## config.mk

```make
export PLATFORM = sky130hd
export DESIGN_NAME = heater_bang_bang_controller_flat
export DESIGN_NICKNAME = d
export VERILOG_FILES = /design/src/sv/hbb_pkg.sv /design/src/sv/hbb_in_if.sv /design/src/sv/hbb_out_if.sv /design/src/sv/hbb_cfg.sv /design/src/sv/heater_bang_bang_controller.sv /design/src/flat_wrapper.sv
export SDC_FILE = /design/constraint.sdc
export NUM_CORES = 1
export LEC_CHECK = 0
export ABC_AREA = 0
export BUFFER_PORTS_ARGS = -buffer_cell sky130_fd_sc_hd__buf_2
export CAP_MARGIN = 25
export CORE_ASPECT_RATIO = 1.25
export CORE_UTILIZATION = 60
export CTS_CLUSTER_DIAMETER = 200
export DETAILED_ROUTE_END_ITERATION = 12
export GPL_ROUTABILITY_DRIVEN = 0
export PLACE_DENSITY = 0.79
export SYNTH_ARGS = -nofsm -noshare
export SYNTH_HDL_FRONTEND = slang
export SYNTH_SLANG_ARGS = --single-unit
```

## constraint.sdc

```tcl
create_clock -name clk -period 12.7 [get_ports clk]
set_input_delay 2.54 -clock clk [delete_from_list [all_inputs] [get_ports clk]]
set_output_delay 2.54 -clock clk [all_outputs]
set_load 0.01 [all_outputs]
```

## src/sv/hbb_pkg.sv

```systemverilog
package hbb_pkg;

  // Default width of a temperature sample.
  localparam int TEMP_WIDTH_DEF = 16;

  // Configuration port geometry.
  localparam int CFG_DATA_W  = 16;
  localparam int CFG_INDEX_W = 3;

  // Register field widths.
  localparam int SP_W    = 16;
  localparam int LIMIT_W = 15;
  localparam int COUNT_W = 16;

  // Register indexes on the configuration port.
  localparam logic [CFG_INDEX_W-1:0] REG_SET_POINT        = 3'd0;
  localparam logic [CFG_INDEX_W-1:0] REG_MAX_TEMPERATURE  = 3'd1;
  localparam logic [CFG_INDEX_W-1:0] REG_MAX_OVERSHOOT    = 3'd2;
  localparam logic [CFG_INDEX_W-1:0] REG_APPROACH_EPSILON = 3'd3;
  localparam logic [CFG_INDEX_W-1:0] REG_HYSTERESIS       = 3'd4;
  localparam logic [CFG_INDEX_W-1:0] REG_MIN_ON_COUNT     = 3'd5;

  // Operation codes carried by an input transaction.
  localparam logic [1:0] OP_TICK    = 2'd0;
  localparam logic [1:0] OP_ENABLE  = 2'd1;
  localparam logic [1:0] OP_DISABLE = 2'd2;

  // Register reset values.
  localparam logic [SP_W-1:0]    SET_POINT_RST        = 16'sd0;
  localparam logic [SP_W-1:0]    MAX_TEMPERATURE_RST  = 16'h7FFF;
  localparam logic [LIMIT_W-1:0] MAX_OVERSHOOT_RST    = 15'h7FFF;
  localparam logic [LIMIT_W-1:0] APPROACH_EPSILON_RST = 15'd0;
  localparam logic [LIMIT_W-1:0] HYSTERESIS_RST       = 15'd16;
  localparam logic [COUNT_W-1:0] MIN_ON_COUNT_RST     = 16'd1;

  typedef enum logic [1:0] {
    MODE_COOLING     = 2'd0,
    MODE_MAINTAINING = 2'd1,
    MODE_APPROACHING = 2'd2
  } mode_t;

  // Register bank contents, as seen by the regulator.
  typedef struct packed {
    logic [SP_W-1:0]    set_point;
    logic [SP_W-1:0]    max_temperature;
    logic [LIMIT_W-1:0] max_overshoot;
    logic [LIMIT_W-1:0] approach_epsilon;
    logic [LIMIT_W-1:0] hysteresis;
    logic [COUNT_W-1:0] min_on_count;
  } cfg_t;

endpackage

```

## src/sv/hbb_in_if.sv

```systemverilog
interface hbb_in_if #(
  parameter int TEMP_WIDTH = hbb_pkg::TEMP_WIDTH_DEF
);
  logic                         valid;
  logic                         ready;
  logic [1:0]                   op;
  logic signed [TEMP_WIDTH-1:0] temperature;

  modport source (output valid, output op, output temperature, input ready);
  modport sink   (input valid, input op, input temperature, output ready);
endinterface

```

## src/sv/hbb_out_if.sv

```systemverilog
interface hbb_out_if;
  logic       valid;
  logic       ready;
  logic       heater_on;
  logic       is_enabled;
  logic [1:0] mode;
  logic       overshoot_fault;

  modport source (output valid, output heater_on, output is_enabled, output mode,
                  output overshoot_fault, input ready);
  modport sink   (input valid, input heater_on, input is_enabled, input mode,
                  input overshoot_fault, output ready);
endinterface

```

## src/sv/hbb_cfg.sv

```systemverilog
module hbb_cfg (
  input  logic                               clk,
  input  logic                               rst,
  input  logic                               cfg_we,
  input  logic [hbb_pkg::CFG_INDEX_W-1:0]    cfg_index,
  input  logic [hbb_pkg::CFG_DATA_W-1:0]     cfg_data,
  output hbb_pkg::cfg_t                      cfg
);
  import hbb_pkg::*;

  // Register bank: each write keeps the low bits that the register holds.
  always_ff @(posedge clk) begin
    if (rst) begin
      cfg.set_point        <= SET_POINT_RST;
      cfg.max_temperature  <= MAX_TEMPERATURE_RST;
      cfg.max_overshoot    <= MAX_OVERSHOOT_RST;
      cfg.approach_epsilon <= APPROACH_EPSILON_RST;
      cfg.hysteresis       <= HYSTERESIS_RST;
      cfg.min_on_count     <= MIN_ON_COUNT_RST;
    end else if (cfg_we) begin
      case (cfg_index)
        REG_SET_POINT:        cfg.set_point        <= cfg_data[SP_W-1:0];
        REG_MAX_TEMPERATURE:  cfg.max_temperature  <= cfg_data[SP_W-1:0];
        REG_MAX_OVERSHOOT:    cfg.max_overshoot    <= cfg_data[LIMIT_W-1:0];
        REG_APPROACH_EPSILON: cfg.approach_epsilon <= cfg_data[LIMIT_W-1:0];
        REG_HYSTERESIS:       cfg.hysteresis       <= cfg_data[LIMIT_W-1:0];
        REG_MIN_ON_COUNT:     cfg.min_on_count     <= cfg_data[COUNT_W-1:0];
        default: begin
        end
      endcase
    end
  end

endmodule

```

## src/sv/heater_bang_bang_controller.sv

```systemverilog
// Channel   Direction  Payload                                       Accepted when
// req       in         op, temperature                               req.valid && req.ready
// rsp       out        heater_on, is_enabled, mode, overshoot_fault  rsp.valid && rsp.ready
// cfg_*     in         cfg_index, cfg_data                           cfg_we high at the edge
//
// One transaction per cycle while rsp does not stall: every item is worked out in the cycle
// it is accepted, and its result is captured in the output register on acceptance.
// The rate is set by a single pass of comparators and the on-count incrementer.
// Synchronous reset clears the controller state and the output valid; registers take
// their default values. No clearing pass is needed.
// req.ready is high whenever the output register is empty or being read in the same
// cycle, so a stall on rsp holds back at most one result.
module heater_bang_bang_controller #(
  parameter int TEMP_WIDTH = hbb_pkg::TEMP_WIDTH_DEF
) (
  input  logic                            clk,
  input  logic                            rst,
  hbb_in_if.sink                          req,
  hbb_out_if.source                       rsp,
  input  logic                            cfg_we,
  input  logic [hbb_pkg::CFG_INDEX_W-1:0] cfg_index,
  input  logic [hbb_pkg::CFG_DATA_W-1:0]  cfg_data
);
  import hbb_pkg::*;

  // Error width: wide enough for set point minus sample and for the 15-bit limits.
  localparam int EW = ((TEMP_WIDTH + 1 > LIMIT_W + 1) ? TEMP_WIDTH + 1 : LIMIT_W + 1) + 1;

  cfg_t cfg;

  hbb_cfg u_cfg (
    .clk       (clk),
    .rst       (rst),
    .cfg_we    (cfg_we),
    .cfg_index (cfg_index),
    .cfg_data  (cfg_data),
    .cfg       (cfg)
  );

  // Controller state.
  logic               enabled;
  logic               enabled_next;
  mode_t              mode;
  mode_t              mode_next;
  logic [COUNT_W-1:0] on_count;
  logic [COUNT_W-1:0] on_count_next;
  logic               relay;
  logic               relay_next;
  logic               fault_next;

  // Output register.
  logic       out_valid;
  logic       out_heater_on;
  logic       out_is_enabled;
  logic [1:0] out_mode;
  logic       out_fault;

  logic accept;

  // Signed views of the sample and the limits.
  logic signed [TEMP_WIDTH-1:0] temp_s;
  logic signed [TEMP_WIDTH-1:0] sp_s;
  logic signed [TEMP_WIDTH-1:0] tmax_s;
  logic signed [EW-1:0]         err;
  logic signed [EW-1:0]         hy_pos;
  logic signed [EW-1:0]         hy_neg;
  logic signed [EW-1:0]         eps_pos;
  logic signed [EW-1:0]         ovs_neg;
  logic                         watchdog_trip;

  assign accept    = req.valid && req.ready;
  assign req.ready = !out_valid || rsp.ready;

  // Registers are 16 bits wide; they are taken at the sample width, as for a sample.
  assign temp_s  = req.temperature;
  assign sp_s    = signed'(TEMP_WIDTH'(cfg.set_point));
  assign tmax_s  = signed'(TEMP_WIDTH'(cfg.max_temperature));
  assign err     = EW'(sp_s) - EW'(temp_s);
  assign hy_pos  = signed'(EW'(cfg.hysteresis));
  assign hy_neg  = -hy_pos;
  assign eps_pos = signed'(EW'(cfg.approach_epsilon));
  assign ovs_neg = -signed'(EW'(cfg.max_overshoot));

  assign watchdog_trip = (temp_s >= tmax_s) || (err <= ovs_neg);

  // Next state for one input transaction.
  always_comb begin
    enabled_next  = enabled;
    mode_next     = mode;
    on_count_next = on_count;
    relay_next    = relay;
    fault_next    = 1'b0;
    case (req.op)
      OP_ENABLE: begin
        enabled_next  = 1'b1;
        mode_next     = MODE_MAINTAINING;
        on_count_next = '0;
      end
      OP_DISABLE: begin
        enabled_next  = 1'b0;
        mode_next     = MODE_COOLING;
        on_count_next = '0;
        relay_next    = 1'b0;
      end
      OP_TICK: begin
        if (enabled) begin
          if (on_count >= cfg.min_on_count) begin
            // Enough heating cycles seen: run on the plain epsilon threshold.
            mode_next = MODE_APPROACHING;
            if (err > eps_pos) begin
              relay_next    = 1'b1;
              on_count_next = (on_count == '1) ? on_count : on_count + 1'b1;
            end else begin
              relay_next = 1'b0;
            end
          end else begin
            // Hysteresis band; the count restarts at one when the heater turns on and clears otherwise.
            mode_next = MODE_MAINTAINING;
            if (err >= hy_pos) begin
              relay_next    = 1'b1;
              on_count_next = COUNT_W'(1);
            end else if (err <= hy_neg) begin
              relay_next    = 1'b0;
              on_count_next = '0;
            end else begin
              on_count_next = '0;
            end
          end
        end else begin
          mode_next = MODE_COOLING;
        end
        // The watchdog acts on every tick and overrides the regulator.
        if (watchdog_trip) begin
          enabled_next  = 1'b0;
          mode_next     = MODE_COOLING;
          on_count_next = '0;
          relay_next    = 1'b0;
          fault_next    = 1'b1;
        end
      end
      default: begin
      end
    endcase
  end

  // State update on each accepted transaction.
  always_ff @(posedge clk) begin
    if (rst) begin
      enabled  <= 1'b0;
      mode     <= MODE_COOLING;
      on_count <= '0;
      relay    <= 1'b0;
    end else if (accept) begin
      enabled  <= enabled_next;
      mode     <= mode_next;
      on_count <= on_count_next;
      relay    <= relay_next;
    end
  end

  // Output register valid.
  always_ff @(posedge clk) begin
    if (rst) begin
      out_valid <= 1'b0;
    end else if (accept) begin
      out_valid <= 1'b1;
    end else if (rsp.ready) begin
      out_valid <= 1'b0;
    end
  end

  // Output register payload.
  always_ff @(posedge clk) begin
    if (accept) begin
      out_heater_on  <= relay_next;
      out_is_enabled <= enabled_next;
      out_mode       <= mode_next;
      out_fault      <= fault_next;
    end
  end

  assign rsp.valid           = out_valid;
  assign rsp.heater_on       = out_heater_on;
  assign rsp.is_enabled      = out_is_enabled;
  assign rsp.mode            = out_mode;
  assign rsp.overshoot_fault = out_fault;

  // A tripped watchdog always leaves the block disabled with the heater off.
  assert property (@(posedge clk) disable iff (rst)
    rsp.valid && rsp.overshoot_fault |-> !rsp.is_enabled && !rsp.heater_on
  ) else $error("fault reported with the controller still active");

  // While disabled the controller is idle: cooling, relay off, count clear.
  assert property (@(posedge clk) disable iff (rst)
    !enabled |-> (mode == MODE_COOLING) && !relay && (on_count == '0)
  ) else $error("disabled controller holds active state");

  // State moves only on an accepted transaction.
  assert property (@(posedge clk) disable iff (rst)
    !accept |=> $stable(enabled) && $stable(mode) && $stable(on_count) && $stable(relay)
  ) else $error("controller state changed without a transaction");

  // A new result lands whenever one is accepted, so no result is dropped or stalled out.
  assert property (@(posedge clk) disable iff (rst)
    accept |=> rsp.valid
  ) else $error("accepted transaction produced no result");

endmodule
```

## src/flat_wrapper.sv

```systemverilog
// flat-port wrapper written by rule: the top's interface ports become plain ports
module heater_bang_bang_controller_flat import hbb_pkg::*;
#(
  parameter int TEMP_WIDTH = hbb_pkg::TEMP_WIDTH_DEF
)
  (clk, rst, cfg_we, cfg_index, cfg_data, req_valid, req_op, req_temperature, req_ready, rsp_valid, rsp_heater_on, rsp_is_enabled, rsp_mode, rsp_overshoot_fault, rsp_ready);
  hbb_in_if #(.TEMP_WIDTH(TEMP_WIDTH)) req_i ();
  hbb_out_if rsp_i ();
  input  logic clk;
  input  logic rst;
  input  logic cfg_we;
  input  logic [hbb_pkg::CFG_INDEX_W-1:0] cfg_index;
  input  logic [hbb_pkg::CFG_DATA_W-1:0] cfg_data;
  input wire logic [$bits(req_i.valid)-1:0] req_valid;
  input wire logic [$bits(req_i.op)-1:0] req_op;
  input wire logic [$bits(req_i.temperature)-1:0] req_temperature;
  output wire logic [$bits(req_i.ready)-1:0] req_ready;
  output wire logic [$bits(rsp_i.valid)-1:0] rsp_valid;
  output wire logic [$bits(rsp_i.heater_on)-1:0] rsp_heater_on;
  output wire logic [$bits(rsp_i.is_enabled)-1:0] rsp_is_enabled;
  output wire logic [$bits(rsp_i.mode)-1:0] rsp_mode;
  output wire logic [$bits(rsp_i.overshoot_fault)-1:0] rsp_overshoot_fault;
  input wire logic [$bits(rsp_i.ready)-1:0] rsp_ready;
  assign req_i.valid = req_valid;
  assign req_i.op = req_op;
  assign req_i.temperature = req_temperature;
  assign req_ready = req_i.ready;
  assign rsp_valid = rsp_i.valid;
  assign rsp_heater_on = rsp_i.heater_on;
  assign rsp_is_enabled = rsp_i.is_enabled;
  assign rsp_mode = rsp_i.mode;
  assign rsp_overshoot_fault = rsp_i.overshoot_fault;
  assign rsp_i.ready = rsp_ready;
  heater_bang_bang_controller #(.TEMP_WIDTH(TEMP_WIDTH)) u_core (.clk(clk), .rst(rst), .req(req_i), .rsp(rsp_i), .cfg_we(cfg_we), .cfg_index(cfg_index), .cfg_data(cfg_data));
endmodule
```

==> results.md <==
- Outcome: completed
- CTS resizes: 0
- Footprint of the multi-input gates: 5460 um^2
- Cell taking the most area after synthesis: dfxtp_1
- Vias in the first global route: approximately 7.3k
- Most common cell in the netlist: nand2_1
- EDFF count, synth: 5
- Crit end category: flop
- Syn_area_per_cell: 7.91 um^2
- Worst-path cell chain: buf_2, ha_1, fa_1, nor2b_1, o2111ai_2, a21oi_1, or2_1, a21o_1, a21oi_1, xnor2_1, ha_1, nand3_1, o22ai_1, nor4_1, a221o_1, a21oi_1, o31ai_1, nor4b_1, nand3_1, nor2_1, a22o_1
- Starting DRT DRC Count: around 460
- Vias per inst: 6.04
- Fillers: 1,122
- Initial core utilization: 0.625
- Worst path bufs/invs: 1
- Worst min path class: flop to flop
- Nets: between 1k and 1.5k
- CTS Sinks: 119
- Post-synthesis cell count: 1,059
- FMAX: 134 MHz
- DP Wirelength: 16.5 mm
- DP Worst Slack: 4.95 ns
- Crit-path slowest cell: nor2_1
- Total gr overflow: 0
- Slew Limit Fails: 0
- CP Max Fanout: 13
- Ratio of cells with drive above 1 in the final layout: 0.0956
- Fin crit period: 7.49 ns
- Initial antenna violation count: 0
- Worst-Margin Slew: 0.826 ns
- Die Area: 14,400 um^2
- Setup Viol. Count Final: 0
- PD cells: 112 nW/um^2
- Final std cells w/o fill: 1,280
- Yosys warning count: 0
- CP most frequent cell: a21oi_1
- Tcrit/Tclk final: 0.589
- Post-synth top flop: dfxtp_1
- Core area: 13,400 um^2
- CP Launch Type: primary input
- CTS tree: done
- Crit Path Class: primary input to flop
- Worst clock skew: a little under 0.01 ns
- Hold violation total from the final report: 0
- Post-route cell area: 9330 um^2
- TritonCTS Buffers: 17
- I/O pins: 49
- RSZ-0062 raised after global routing: false
- Largest net degree at the start of global routing: 70
- Setup Buffers After CTS: 0
- Sequential-to-total area share from yosys stat: 0.290
- Max Cap Viol: 0
- Cell family with most CP delay: simple AND/OR/NAND/NOR gates
- Final setup margin: 5.21 ns
- Port bufs: 48
- Slowest stage delay, CP: 0.71 ns
- Clock Path Buffers: 2
- Register Area: 2430 um^2
- Number of vias in the routed layout: 7,725
- Yosys reg bits: 119
- Htree depth: 4
- CP arrival: about 7.9 ns
- Inst Count DP: ~1.2k
- Inserted Diodes: 0
- WL/cell: approximately 18 um
- Clk root buf: clkbuf_16
- Syn Nets: 1,205
- Wire length of the first global-routing pass: between 30 and 40 mm
- Drt pass-1 iters: 5
- Leak pwr: 3.94 nW
- Die Width: 108 um
- Setup TNS: 0 ns
- Area share of the largest cell type after synthesis: 0.272
- Worst-path clk slew: about 0.06 ns
- Chip height: 134 um
- Max VDD drop: 0.0910 mV
- Most frequent cells after synthesis: nand2_1, dfxtp_1, ha_1, a21oi_1, inv_1
- Mapped Area: 8380 um^2
- Top cells by area, synth: dfxtp_1, ha_1, nand2_1, a21oi_1, inv_1
- Routed Antenna Nets: 0
- Gr usage total: 0.324
- Unique cell type count in the Yosys netlist: 72
- Worst Path Required: 13.07 ns
- Post-synth ARST share: 0
- Hold-fix buffers, CTS: 0
- Final wirelength: 22.5 mm
- Row Count: between 40 and 50
- Clk_lat worst skew: 0.43 ns
- Slew HR: 0.447
- Dpl cell area: a little under 9000 um^2
- Area grow syn2layout: 11.4%
- DRC viols: 0
## per-stage QoR
step,hold WS (ns),util,power [W]
after floorplan,0.429,-,0.000514
after global placement,0.437,0.650,0.000560
after detailed placement,0.441,0.651,0.000563
after CTS,0.449,0.695,0.00105
after global routing,0.471,0.696,0.00109
final,0.450,0.696,0.00105
## cell type report
cell class / count / area share
Tap cell: 171 / 0.0229
Clock inverter: 12 / 0.0134
Sequential cell: 119 / 0.261
Clock buffer: 20 / 0.0501
Multi-Input combinational cell: 814 / 0.585
Timing Repair Buffer: 55 / 0.0326
Inverter: 89 / 0.0358
## worst reg2reg max path, stage by stage (launching register included)
cell and delay [ns]:
dfxtp_1 0.33, inv_1 0.05, ha_1 0.19, fa_1 0.41, nor2b_1 0.20, o2111ai_2 0.20, a21oi_1 0.25, or2_1 0.25
a21o_1 0.17, a21oi_1 0.08, xnor2_1 0.42, ha_1 0.24, nand3_1 0.11, o22ai_1 0.17, nor4_1 0.09, a221o_1 0.29
a21oi_1 0.12, o31ai_1 0.13, nor4b_1 0.55, nand3_1 0.33, nor2_1 0.71, a22o_1 0.28
## cell usage in the layout (no fill, tap or decap), types with 5 or more instances in the layout
cell,count
o21a_1,11
nand4_1,18
or4_1,8
nand3_1,25
mux2i_1,15
dfxtp_1,114
or2_2,5
nor2_1,46
a21oi_1,97
ha_1,103
clkinv_2,5
o21ai_0,15
a21o_1,26
nand2b_1,8
a211oi_1,7
o21ai_1,13
and3_1,9
xor2_1,12
buf_4,5
o211ai_1,25
nor2b_1,13
nand2_1,205
inv_1,88
nor4_1,15
xnor2_1,28
a22o_1,11
buf_2,48
a211o_1,7
clkbuf_16,18
edfxtp_1,5
nor3_1,19
## kinds of logic (layout without fill, tap and decap cells)
family,count (synthesis),count (layout),share of synthesized area
xor gates and xnor gates,44,44,0.0529
DFF,119,119,0.290
buffers and inverters,126,176,0.0584
AOI/OAI and AO/OA,253,253,0.201
and+or+nand+nor,394,394,0.218
adders and majority gates,108,108,0.161
muxes,15,15,0.0179
## routing by layer
metal | track usage | vias up | wire (um)
li1 | - | 3810 | -
met1 | 0.364 | 3612 | 9030
met2 | 0.569 | 217 | 11300
met3 | 0.0525 | 86 | 930
met4 | 0.198 | 0 | 1240
met5 | 0 | - | 0
## worst paths after layout
| check | to | slack [ns] | startpoint | depth (start not counted) |
|---|---|---|---|---|
| setup reg to reg | u_core.on_count[5] | 7.09 | u_core.u_cfg.cfg[77] | 21 |
| hold reg to reg | u_core.mode[1] | 0.45 | u_core.mode[1] | 2 |
| setup / recovery | u_core.on_count[5] | 5.21 | req_temperature[0] | 21 |
| hold / removal | u_core.mode[1] | 0.45 | u_core.mode[1] | 2 |
## flip-flops by register name, summed over array words and instances, names as in the netlist, 2 cells and up
name,cells
u_core.mode,2
u_core.u_cfg.cfg,93
u_core.on_count,16
u_core.rsp.mode,2
## report_power, final
part,total [W],switching (W),internal (W)
Combinational,0.000171,0.000103,0.0000676
Sequential,0.000391,0.00000606,0.000385
Clock,0.000485,0.000181,0.000304
Total,0.00105,0.000290,0.000756
Note: power is estimated with default switching activity, not from simulation.
